==> src/hdl/ipml_pkg.sv <==
`timescale 1ns / 1ps

package ipml_pkg;

    // Controller sizing.
    localparam int MOTORS         = 4;
    localparam int GAIN_FRAC_BITS = 12;
    localparam int ACC_FRAC       = 12;
    localparam int SLOTS          = 2 * MOTORS;
    localparam int SLOT_W         = (SLOTS > 1) ? $clog2(SLOTS) : 1;

    // Field and state widths.
    localparam int MOTOR_W  = 2;
    localparam int VALUE_W  = 16;
    localparam int GAIN_W   = 16;
    localparam int LIMIT_W  = 15;
    localparam int ERR_W    = VALUE_W + 1;
    localparam int DIFF_W   = ERR_W + 1;
    localparam int ACC_W    = 28;
    localparam int DRIVE_W  = 16;
    localparam int WORD_W   = ACC_W + ERR_W;

    // Datapath widths for the gain products and the accumulator update.
    localparam int PK_W     = GAIN_W + 1 + DIFF_W;
    localparam int IK_W     = GAIN_W + 1 + ERR_W;
    localparam int SUM_W    = PK_W + 1;
    localparam int SHL      = (GAIN_FRAC_BITS < ACC_FRAC) ? ACC_FRAC - GAIN_FRAC_BITS : 0;
    localparam int SHR      = (GAIN_FRAC_BITS > ACC_FRAC) ? GAIN_FRAC_BITS - ACC_FRAC : 0;
    localparam int SCL_W    = SUM_W + SHL;
    localparam int TOT_W    = ((SCL_W > ACC_W) ? SCL_W : ACC_W) + 1;

    // Stream and bus widths.
    localparam int S_DATA_W = ((MOTOR_W + 2 * VALUE_W + 7) / 8) * 8;
    localparam int M_DATA_W = ((DRIVE_W + 7) / 8) * 8;
    localparam int ADDR_W   = 5;
    localparam int BUS_W    = 32;

    // Register map, one word each.
    typedef enum logic [2:0] {
        REG_SPEED_KP      = 3'd0,
        REG_SPEED_KI      = 3'd1,
        REG_SPEED_LIMIT   = 3'd2,
        REG_CURRENT_KP    = 3'd3,
        REG_CURRENT_KI    = 3'd4,
        REG_CURRENT_LIMIT = 3'd5
    } reg_idx_t;

    // Reset values of the registers.
    localparam logic [GAIN_W-1:0]  RST_SPEED_KP      = GAIN_W'(3277);
    localparam logic [GAIN_W-1:0]  RST_SPEED_KI      = GAIN_W'(2458);
    localparam logic [LIMIT_W-1:0] RST_SPEED_LIMIT   = LIMIT_W'(32767);
    localparam logic [GAIN_W-1:0]  RST_CURRENT_KP    = GAIN_W'(3891);
    localparam logic [GAIN_W-1:0]  RST_CURRENT_KI    = GAIN_W'(3891);
    localparam logic [LIMIT_W-1:0] RST_CURRENT_LIMIT = LIMIT_W'(1000);

    // Loop kind codes.
    localparam logic KIND_SPEED   = 1'b0;
    localparam logic KIND_CURRENT = 1'b1;

    // Register file contents as seen by the datapath.
    typedef struct packed {
        logic [GAIN_W-1:0]  speed_kp;
        logic [GAIN_W-1:0]  speed_ki;
        logic [LIMIT_W-1:0] speed_limit;
        logic [GAIN_W-1:0]  current_kp;
        logic [GAIN_W-1:0]  current_ki;
        logic [LIMIT_W-1:0] current_limit;
    } cfg_t;

endpackage

==> src/hdl/ipml_ram.sv <==
`timescale 1ns / 1ps

module ipml_ram #(
    parameter int WIDTH = 8,
    parameter int DEPTH = 8
) (
    input  logic                                        clk,
    input  logic                                        we,
    input  logic [((DEPTH > 1) ? $clog2(DEPTH) : 1)-1:0] waddr,
    input  logic [WIDTH-1:0]                            wdata,
    input  logic                                        re,
    input  logic [((DEPTH > 1) ? $clog2(DEPTH) : 1)-1:0] raddr,
    output logic [WIDTH-1:0]                            rdata
);

    logic [WIDTH-1:0] mem [DEPTH];

    // One write port and one registered read port; a read of the address
    // being written returns the old word.
    always_ff @(posedge clk)
    begin
        if (we)
        begin
            mem[waddr] <= wdata;
        end
        if (re)
        begin
            rdata <= mem[raddr];
        end
    end

endmodule

==> src/hdl/ipml_cfg.sv <==
`timescale 1ns / 1ps

module ipml_cfg
    import ipml_pkg::*;
(
    input  logic              clk,
    input  logic              rst_n,
    input  logic              psel,
    input  logic              penable,
    input  logic              pwrite,
    input  logic [ADDR_W-1:0] paddr,
    input  logic [BUS_W-1:0]  pwdata,
    output logic [BUS_W-1:0]  prdata,
    output logic              pready,
    output cfg_t              cfg
);

    cfg_t     cfg_reg;
    cfg_t     cfg_next;
    logic     wr_en;
    reg_idx_t idx;

    assign pready = 1'b1;
    assign wr_en  = psel && penable && pwrite && pready;
    assign idx    = reg_idx_t'(paddr[ADDR_W-1:2]);
    assign cfg    = cfg_reg;

    // Register write decode.
    always_comb
    begin
        cfg_next = cfg_reg;
        if (wr_en)
        begin
            unique case (idx)
                REG_SPEED_KP:      cfg_next.speed_kp      = pwdata[GAIN_W-1:0];
                REG_SPEED_KI:      cfg_next.speed_ki      = pwdata[GAIN_W-1:0];
                REG_SPEED_LIMIT:   cfg_next.speed_limit   = pwdata[LIMIT_W-1:0];
                REG_CURRENT_KP:    cfg_next.current_kp    = pwdata[GAIN_W-1:0];
                REG_CURRENT_KI:    cfg_next.current_ki    = pwdata[GAIN_W-1:0];
                REG_CURRENT_LIMIT: cfg_next.current_limit = pwdata[LIMIT_W-1:0];
                default:           cfg_next = cfg_reg;
            endcase
        end
    end

    always_ff @(posedge clk or negedge rst_n)
    begin
        if (!rst_n)
        begin
            cfg_reg.speed_kp      <= RST_SPEED_KP;
            cfg_reg.speed_ki      <= RST_SPEED_KI;
            cfg_reg.speed_limit   <= RST_SPEED_LIMIT;
            cfg_reg.current_kp    <= RST_CURRENT_KP;
            cfg_reg.current_ki    <= RST_CURRENT_KI;
            cfg_reg.current_limit <= RST_CURRENT_LIMIT;
        end
        else
        begin
            cfg_reg <= cfg_next;
        end
    end

    // Read-back mux; unmapped addresses read as zero.
    always_comb
    begin
        unique case (idx)
            REG_SPEED_KP:      prdata = BUS_W'(cfg_reg.speed_kp);
            REG_SPEED_KI:      prdata = BUS_W'(cfg_reg.speed_ki);
            REG_SPEED_LIMIT:   prdata = BUS_W'(cfg_reg.speed_limit);
            REG_CURRENT_KP:    prdata = BUS_W'(cfg_reg.current_kp);
            REG_CURRENT_KI:    prdata = BUS_W'(cfg_reg.current_ki);
            REG_CURRENT_LIMIT: prdata = BUS_W'(cfg_reg.current_limit);
            default:           prdata = '0;
        endcase
    end

endmodule

==> src/hdl/ipml_core.sv <==
`timescale 1ns / 1ps

module ipml_core
    import ipml_pkg::*;
(
    input  logic                 clk,
    input  logic                 rst_n,
    input  cfg_t                 cfg,
    input  logic                 in_valid,
    output logic                 in_ready,
    input  logic                 in_kind,
    input  logic [MOTOR_W-1:0]   in_motor,
    input  logic [VALUE_W-1:0]   in_setpoint,
    input  logic [VALUE_W-1:0]   in_measured,
    output logic                 out_valid,
    input  logic                 out_ready,
    output logic [DRIVE_W-1:0]   out_drive,
    output logic                 out_clamped
);

    // Handshake and stage movement.
    logic accept;
    logic out_free;
    logic s2_adv;
    logic s2_free;
    logic s1_adv;
    logic s1_free;
    logic wr_en;

    // Stage 1: state read in flight.
    logic                     s1_valid_reg, s1_valid_next;
    logic                     s1_kind_reg;
    logic [SLOT_W-1:0]        s1_slot_reg;
    logic                     s1_ok_reg;
    logic signed [ERR_W-1:0]  s1_err_reg;
    logic                     s1_filled_reg;

    // Stage 2: products ready, accumulator update.
    logic                     s2_valid_reg, s2_valid_next;
    logic                     s2_kind_reg;
    logic [SLOT_W-1:0]        s2_slot_reg;
    logic                     s2_ok_reg;
    logic signed [ERR_W-1:0]  s2_err_reg;
    logic signed [PK_W-1:0]   s2_pk_reg;
    logic signed [IK_W-1:0]   s2_ik_reg;
    logic signed [ACC_W-1:0]  s2_acc_reg;

    // Output register.
    logic                     out_valid_reg, out_valid_next;
    logic [DRIVE_W-1:0]       drive_reg;
    logic                     clamped_reg;

    // Last word written to the state memory, for forwarding.
    logic                     wb_valid_reg;
    logic [SLOT_W-1:0]        wb_slot_reg;
    logic signed [ERR_W-1:0]  wb_err_reg;
    logic signed [ACC_W-1:0]  wb_acc_reg;

    // Per-entry written flags; an unwritten entry reads as zero.
    logic [SLOTS-1:0]         filled_reg, filled_next;

    // Memory ports.
    logic [SLOT_W-1:0]        rd_slot;
    logic [WORD_W-1:0]        rdata;
    logic [WORD_W-1:0]        wdata;

    // Stage 1 datapath.
    logic signed [ERR_W-1:0]  in_err;
    logic                     in_ok;
    logic signed [ERR_W-1:0]  mem_err;
    logic signed [ACC_W-1:0]  mem_acc;
    logic signed [ERR_W-1:0]  last_err;
    logic signed [ACC_W-1:0]  acc_in;
    logic signed [DIFF_W-1:0] diff;
    logic [GAIN_W-1:0]        kp;
    logic [GAIN_W-1:0]        ki;
    logic signed [PK_W-1:0]   pk;
    logic signed [IK_W-1:0]   ik;

    // Stage 2 datapath.
    logic [LIMIT_W-1:0]       limit;
    logic signed [SUM_W-1:0]  sum;
    logic signed [SCL_W-1:0]  scaled;
    logic signed [TOT_W-1:0]  acc_sum;
    logic signed [TOT_W-1:0]  lim_ext;
    logic signed [ACC_W-1:0]  acc_new;
    logic                     clamp_hit;
    logic signed [ACC_W-1:0]  drive_full;

    assign out_free = !out_valid_reg || out_ready;
    assign s2_adv   = s2_valid_reg && out_free;
    assign s2_free  = !s2_valid_reg || s2_adv;
    assign s1_adv   = s1_valid_reg && s2_free;
    assign s1_free  = !s1_valid_reg || s1_adv;
    assign in_ready = s1_free;
    assign accept   = in_valid && in_ready;
    assign wr_en    = s2_adv && s2_ok_reg;

    assign out_valid   = out_valid_reg;
    assign out_drive   = drive_reg;
    assign out_clamped = clamped_reg;

    // Slot address and error of the incoming beat.
    assign in_ok   = (int'(in_motor) < MOTORS);
    assign rd_slot = SLOT_W'(in_kind) * SLOT_W'(MOTORS) + SLOT_W'(in_motor);
    assign in_err  = ERR_W'($signed(in_setpoint)) - ERR_W'($signed(in_measured));

    assign wdata = {acc_new, s2_err_reg};

    ipml_ram #(
        .WIDTH (WORD_W),
        .DEPTH (SLOTS)
    ) u_state_ram (
        .clk   (clk),
        .we    (wr_en),
        .waddr (s2_slot_reg),
        .wdata (wdata),
        .re    (accept),
        .raddr (rd_slot),
        .rdata (rdata)
    );

    // Stored state, zero where the entry was never written.
    always_comb
    begin
        if (s1_filled_reg)
        begin
            mem_err = $signed(rdata[ERR_W-1:0]);
            mem_acc = $signed(rdata[WORD_W-1:ERR_W]);
        end
        else
        begin
            mem_err = '0;
            mem_acc = '0;
        end
    end

    // Forwarding: the beat in stage 2 is newest, then the last write, then memory.
    always_comb
    begin
        if (s2_valid_reg && s2_ok_reg && (s2_slot_reg == s1_slot_reg))
        begin
            last_err = s2_err_reg;
            acc_in   = acc_new;
        end
        else if (wb_valid_reg && (wb_slot_reg == s1_slot_reg))
        begin
            last_err = wb_err_reg;
            acc_in   = wb_acc_reg;
        end
        else
        begin
            last_err = mem_err;
            acc_in   = mem_acc;
        end
    end

    // Gain products.
    assign kp   = (s1_kind_reg == KIND_CURRENT) ? cfg.current_kp : cfg.speed_kp;
    assign ki   = (s1_kind_reg == KIND_CURRENT) ? cfg.current_ki : cfg.speed_ki;
    assign diff = DIFF_W'(s1_err_reg) - DIFF_W'(last_err);
    assign pk   = $signed({1'b0, kp}) * diff;
    assign ik   = $signed({1'b0, ki}) * s1_err_reg;

    // Accumulator update, scaling to the accumulator format and clamp.
    assign limit   = (s2_kind_reg == KIND_CURRENT) ? cfg.current_limit : cfg.speed_limit;
    assign sum     = SUM_W'(s2_pk_reg) + SUM_W'(s2_ik_reg);
    assign scaled  = (SCL_W'(sum) <<< SHL) >>> SHR;
    assign acc_sum = TOT_W'(s2_acc_reg) + TOT_W'(scaled);
    assign lim_ext = $signed({{(TOT_W - LIMIT_W - ACC_FRAC){1'b0}}, limit,
                              {ACC_FRAC{1'b0}}});

    always_comb
    begin
        if (acc_sum > lim_ext)
        begin
            acc_new   = ACC_W'(lim_ext);
            clamp_hit = 1'b1;
        end
        else if (acc_sum < -lim_ext)
        begin
            acc_new   = ACC_W'(-lim_ext);
            clamp_hit = 1'b1;
        end
        else
        begin
            acc_new   = ACC_W'(acc_sum);
            clamp_hit = 1'b0;
        end
    end

    // Integer part truncated toward zero.
    assign drive_full = acc_new[ACC_W-1]
                      ? ((acc_new + ACC_W'((1 << ACC_FRAC) - 1)) >>> ACC_FRAC)
                      : (acc_new >>> ACC_FRAC);

    always_comb
    begin
        filled_next = filled_reg;
        if (wr_en)
        begin
            filled_next[s2_slot_reg] = 1'b1;
        end
    end

    assign s1_valid_next  = accept ? 1'b1 : (s1_adv ? 1'b0 : s1_valid_reg);
    assign s2_valid_next  = s1_adv ? 1'b1 : (s2_adv ? 1'b0 : s2_valid_reg);
    assign out_valid_next = s2_adv ? 1'b1 : (out_ready ? 1'b0 : out_valid_reg);

    // Control state.
    always_ff @(posedge clk or negedge rst_n)
    begin
        if (!rst_n)
        begin
            s1_valid_reg  <= 1'b0;
            s2_valid_reg  <= 1'b0;
            out_valid_reg <= 1'b0;
            wb_valid_reg  <= 1'b0;
            filled_reg    <= '0;
        end
        else
        begin
            s1_valid_reg  <= s1_valid_next;
            s2_valid_reg  <= s2_valid_next;
            out_valid_reg <= out_valid_next;
            filled_reg    <= filled_next;
            if (wr_en)
            begin
                wb_valid_reg <= 1'b1;
            end
        end
    end

    // Payload registers.
    always_ff @(posedge clk)
    begin
        if (accept)
        begin
            s1_kind_reg   <= in_kind;
            s1_slot_reg   <= rd_slot;
            s1_ok_reg     <= in_ok;
            s1_err_reg    <= in_err;
            s1_filled_reg <= filled_reg[rd_slot];
        end
        if (s1_adv)
        begin
            s2_kind_reg <= s1_kind_reg;
            s2_slot_reg <= s1_slot_reg;
            s2_ok_reg   <= s1_ok_reg;
            s2_err_reg  <= s1_err_reg;
            s2_pk_reg   <= pk;
            s2_ik_reg   <= ik;
            s2_acc_reg  <= acc_in;
        end
        if (s2_adv)
        begin
            drive_reg   <= s2_ok_reg ? DRIVE_W'(drive_full) : '0;
            clamped_reg <= s2_ok_reg && clamp_hit;
        end
        if (wr_en)
        begin
            wb_slot_reg <= s2_slot_reg;
            wb_err_reg  <= s2_err_reg;
            wb_acc_reg  <= acc_new;
        end
    end

endmodule

==> src/hdl/incremental_pi_motor_loops.sv <==
`timescale 1ns / 1ps
// Channel   Dir  Handshake           Payload
// s_*       in   s_tvalid/s_tready   s_tuser: kind; s_tdata: motor, setpoint, measured
// m_*       out  m_tvalid/m_tready   m_tuser: clamped; m_tdata: drive
// APB       in   psel/penable        six registers at byte address 4*i
//
// One beat per cycle is accepted and one result per cycle is delivered as long as
// m_tready does not stall the output; a beat passes in order through the state
// memory read, the gain multiplier stage and the accumulator add and clamp stage.
// Back-to-back beats to the same motor are served by forwarding from the later
// stages, so there is no interlock bubble.
// Reset clears all controller state through per-entry written flags.
// A stall on m_tready holds only full stages; s_tready falls only when all three are full.

module incremental_pi_motor_loops
    import ipml_pkg::*;
(
    input  logic                clk,
    input  logic                rst_n,
    input  logic                s_tvalid,
    output logic                s_tready,
    input  logic [S_DATA_W-1:0] s_tdata,   // motor[1:0], setpoint[17:2], measured[33:18]
    input  logic                s_tuser,   // kind
    output logic                m_tvalid,
    input  logic                m_tready,
    output logic [M_DATA_W-1:0] m_tdata,   // drive[15:0]
    output logic                m_tuser,   // clamped
    input  logic                psel,
    input  logic                penable,
    input  logic                pwrite,
    input  logic [ADDR_W-1:0]   paddr,
    input  logic [BUS_W-1:0]    pwdata,
    output logic [BUS_W-1:0]    prdata,
    output logic                pready
);

    cfg_t               cfg;
    logic [DRIVE_W-1:0] drive;

    ipml_cfg u_cfg (
        .clk     (clk),
        .rst_n   (rst_n),
        .psel    (psel),
        .penable (penable),
        .pwrite  (pwrite),
        .paddr   (paddr),
        .pwdata  (pwdata),
        .prdata  (prdata),
        .pready  (pready),
        .cfg     (cfg)
    );

    ipml_core u_core (
        .clk         (clk),
        .rst_n       (rst_n),
        .cfg         (cfg),
        .in_valid    (s_tvalid),
        .in_ready    (s_tready),
        .in_kind     (s_tuser),
        .in_motor    (s_tdata[MOTOR_W-1:0]),
        .in_setpoint (s_tdata[MOTOR_W+VALUE_W-1:MOTOR_W]),
        .in_measured (s_tdata[MOTOR_W+2*VALUE_W-1:MOTOR_W+VALUE_W]),
        .out_valid   (m_tvalid),
        .out_ready   (m_tready),
        .out_drive   (drive),
        .out_clamped (m_tuser)
    );

    assign m_tdata = M_DATA_W'(drive);

endmodule

==> config.mk <==
export PLATFORM = sky130hd
export DESIGN_NAME = incremental_pi_motor_loops
export DESIGN_NICKNAME = d
export VERILOG_FILES = /design/src/hdl/ipml_pkg.sv /design/src/hdl/ipml_ram.sv /design/src/hdl/ipml_cfg.sv /design/src/hdl/ipml_core.sv /design/src/hdl/incremental_pi_motor_loops.sv
export SDC_FILE = /design/constraint.sdc
export NUM_CORES = 2
export LEC_CHECK = 0
export ABC_CLOCK_PERIOD_IN_PS = 10000
export BUFFER_PORTS_ARGS = -buffer_cell sky130_fd_sc_hd__buf_2
export CORE_ASPECT_RATIO = 0.8
export CORE_UTILIZATION = 55
export CTS_CLUSTER_SIZE = 20
export DETAILED_ROUTE_END_ITERATION = 8
export GPL_ROUTABILITY_DRIVEN = 0
export PLACE_DENSITY = 0.74
export SYNTH_ARGS = -nofsm -noshare
export SYNTH_HDL_FRONTEND = slang
export SYNTH_SLANG_ARGS = --single-unit
==> constraint.sdc <==
create_clock -name clk -period 10 [get_ports clk]
set_input_delay 1.5 -clock clk [delete_from_list [all_inputs] [get_ports clk]]
set_output_delay 1.5 -clock clk [all_outputs]
set_load 0.005 [all_outputs]
==> results by group <==
Floorplan
  – Die Ht: 282 um
  – I/O pin count: 137
  – Initial core utilization: 0.557
  – Die width: 352 um
  – Total core area: 0.0970 mm2
  – Die area: 0.0995 mm2
  – Row cnt: 102

Cells and area
  – Most frequent cells in the layout: inv_1, edfxtp_1, fa_1
  – Most common cell after layout, fill and taps aside: inv_1
  – Share of layout cells above drive strength 1: 0.165
  – Layout Utilization: 0.612
  – Fill count: 7553
  – Area grow syn2layout: 9.90%
  – Final #Nets: 5750
  – Max reg flops: 360

Route
  – Final wirelength: 140000 um
  – Vias: 36100
  – Post-route ant nets: 0
  – Drt initial violations: 3243
  – Iteration count of the initial detailed-routing pass: 6
  – Vias per std cell: 5.86
  – DR DRC count: 0
  – Wire per inst: 22.7 um

Setup path
  – Worst setup path category: register to register
  – Reg-to-reg slack, setup: 0.27 ns
  – Req. time, crit path: 10.35 ns
  – Data arrival time of the worst path: 10.08 ns
  – Most common cell on crit path: fa_1
  – Endpoint type of the worst setup path: register
  – Critical Path Max Stage Delay: 0.55 ns
  – Worst Setup Start Kind: register
  – Slowest CP cell: fa_1
  – Critical path peak fanout: 6

Synthesis
  – Register area share after synthesis: 0.388
  – Ys Warns: 0
  – Synth Area in Adders: 0.274
  – Mapped Area: 0.0540 mm2
  – Synth area leaders: edfxtp_1, fa_1, ha_1
  – Async S/R FF share, synth: 0.148
  – Post-Synth Simple-Gate Area: 0.101
  – Xor and xnor area share after synthesis: 0.0238
  – Avg Inst Size Synth: 11.7 um2
  – Synth area leader: edfxtp_1
  – Mux contribution to synthesized area: 0.0876
  – Largest family of logic cells by synthesized area: adder cells
  – Compound-Gate Fraction of Synth Area: 0.0618
  – Main synth FF type: edfxtp_1
  – Synth Register Bits: 714
  – Yosys cell types: 96
  – Yosys top cell area share: 0.338
  – Post-Synthesis Cells: 4636
  – EDFF count, synth: 608

Placement
  – Setup WS pre-CTS: -0.307 ns
  – Dpl hpwl: 104000 um
  – IO Port Bufs: 95

Clock tree
  – Sink Count: 714
  – Number of CTS-inserted buffers: 72
  – Clk buf depth: 3
  – TritonCTS clock tree: built
  – Clock-pin slew on the worst setup and hold paths: 0.06 ns
  – CTS root buffer: clkbuf_16
  – H-tree Lvls: 3
  – Hold Buf Count CTS: 0
  – Clk_lat worst skew: 0.63 ns

Flow run
  – Max cap viols: 0

Status
  – Outcome: finished clean

GRT
  – Antenna violations before repair: 2
  – Total GRT Usage: 0.284
  – Total grt overflow: 0
  – Number of global-route vias before repair: 36500
  – First-pass GRT wire length: 214000 um
  – Largest net degree at the start of global routing: 78

Timing
  – Max Clk Rate: 103 MHz
  – Tmin final: 9.73 ns
  – Final slew viol count: 0
  – Max Clock Skew: 0.0177 ns
  – Final WS setup: 0.269 ns
  – Final Cycle Share: 0.973
  – Max-slew headroom: 0.0198
  – Final Setup Violations: 0
  – Final Hold Fails: 0
  – Total Negative Setup Slacks: 0 ns
  – WHS: 0.468 ns
  – Worst Tran Pin Value: 1.45 ns

Worst hold path
  – Worst min path class: register to register
synth_stat cells (17+ instances only):
cell type and n:
inv_1 707, edfxtp_1 608, fa_1 533, nand2_1 438, ha_1 330, nor2_1 308
mux2_2 180, clkbuf_1 140, a21oi_1 113, and2_1 106, xnor2_1 104, nand3_1 97
o21ai_0 96, mux4_2 93, mux2i_1 61, dfrtp_1 56, dfstp_2 50, a31oi_1 49
nor3_1 47, a21o_1 45, nor2b_1 43, xor2_1 43, or2_2 33, nand2b_1 28
and3_1 26, buf_1 24, o21a_1 21, a21boi_0 19, nand4_1 18, buf_4 17
o31a_1 17
kinds of logic after synthesis:
kind of cell | after synthesis
AOI/OAI and AO/OA | 497
xor gates and xnor gates | 147
adders and majority gates | 863
buffers and inverters | 893
DFF | 714
muxes | 334
other | 2
and+or+nand+nor | 1186
repair_timing:
item,4_1_cts,5_1_grt
buffers inserted,4,6
endpoints found under the setup margin,5,12
endpoints found under the hold margin,0,0
gates resized for setup,7,43
pin swaps,7,28
stage by stage:
step                cells  area, um2
CTS                  6149      59200
finish               6157      59400
detailed placement   6017      56700
global placement     6017      56700
floorplan            4651      54100
global route         6156      59400
critical path: cells and delay by family (launching register included):
| family | cells | cell delay (ns) |
|---|---|---|
| adders and majority gates | 9 | 3.91 |
| DFF | 1 | 0.45 |
| AOI/OAI and AO/OA | 18 | 2.78 |
| xor gates and xnor gates | 2 | 0.31 |
| buffers and inverters | 7 | 0.74 |
| and+or+nand+nor | 7 | 1.29 |
final cells by class:
type | count | area (um2) | area share
multi-input cells | 3044 | 29900 | 0.504
flip-flops and latches | 714 | 21000 | 0.353
inverters | 709 | 2660 | 0.0448
clock buffers | 91 | 1950 | 0.0329
repair buffers | 261 | 1740 | 0.0294
well taps | 1300 | 1630 | 0.0274
clock inverters | 37 | 467 | 0.00786
diodes | 1 | 2.50 | 0.0000421
per-layer routing:
layer  up-vias  share of wire  track usage
met5         -        0.00019            0
met4         4          0.028       0.0770
met3       266           0.12       0.0914
met2      1713           0.44        0.433
met1     18200           0.42        0.393
li1      16000              -            -
worst paths after layout:
check | depth (start not counted) | to | start
setup / recovery | 43 | u_core.s2_pk_reg[34]$_DFFE_PP_ | u_core.s1_slot_reg[0]$_DFFE_PP_
hold / removal | 1 | u_core.filled_reg[2]$_DFFE_PN0P_ | u_core.filled_reg[2]$_DFFE_PN0P_
setup reg to reg | 43 | u_core.s2_pk_reg[34]$_DFFE_PP_ | u_core.s1_slot_reg[0]$_DFFE_PP_
hold reg to reg | 1 | u_core.filled_reg[2]$_DFFE_PN0P_ | u_core.filled_reg[2]$_DFFE_PN0P_
max in group asynchronous | 2 | u_cfg.cfg[90]$_DFFE_PN0P_ | rst_n
min in group asynchronous | 1 | u_core.s1_valid_reg$_DFFE_PN0P_ | rst_n
Power is not shown: default switching activity piles up to over one toggle a cycle in this logic, so the estimate is an artifact.
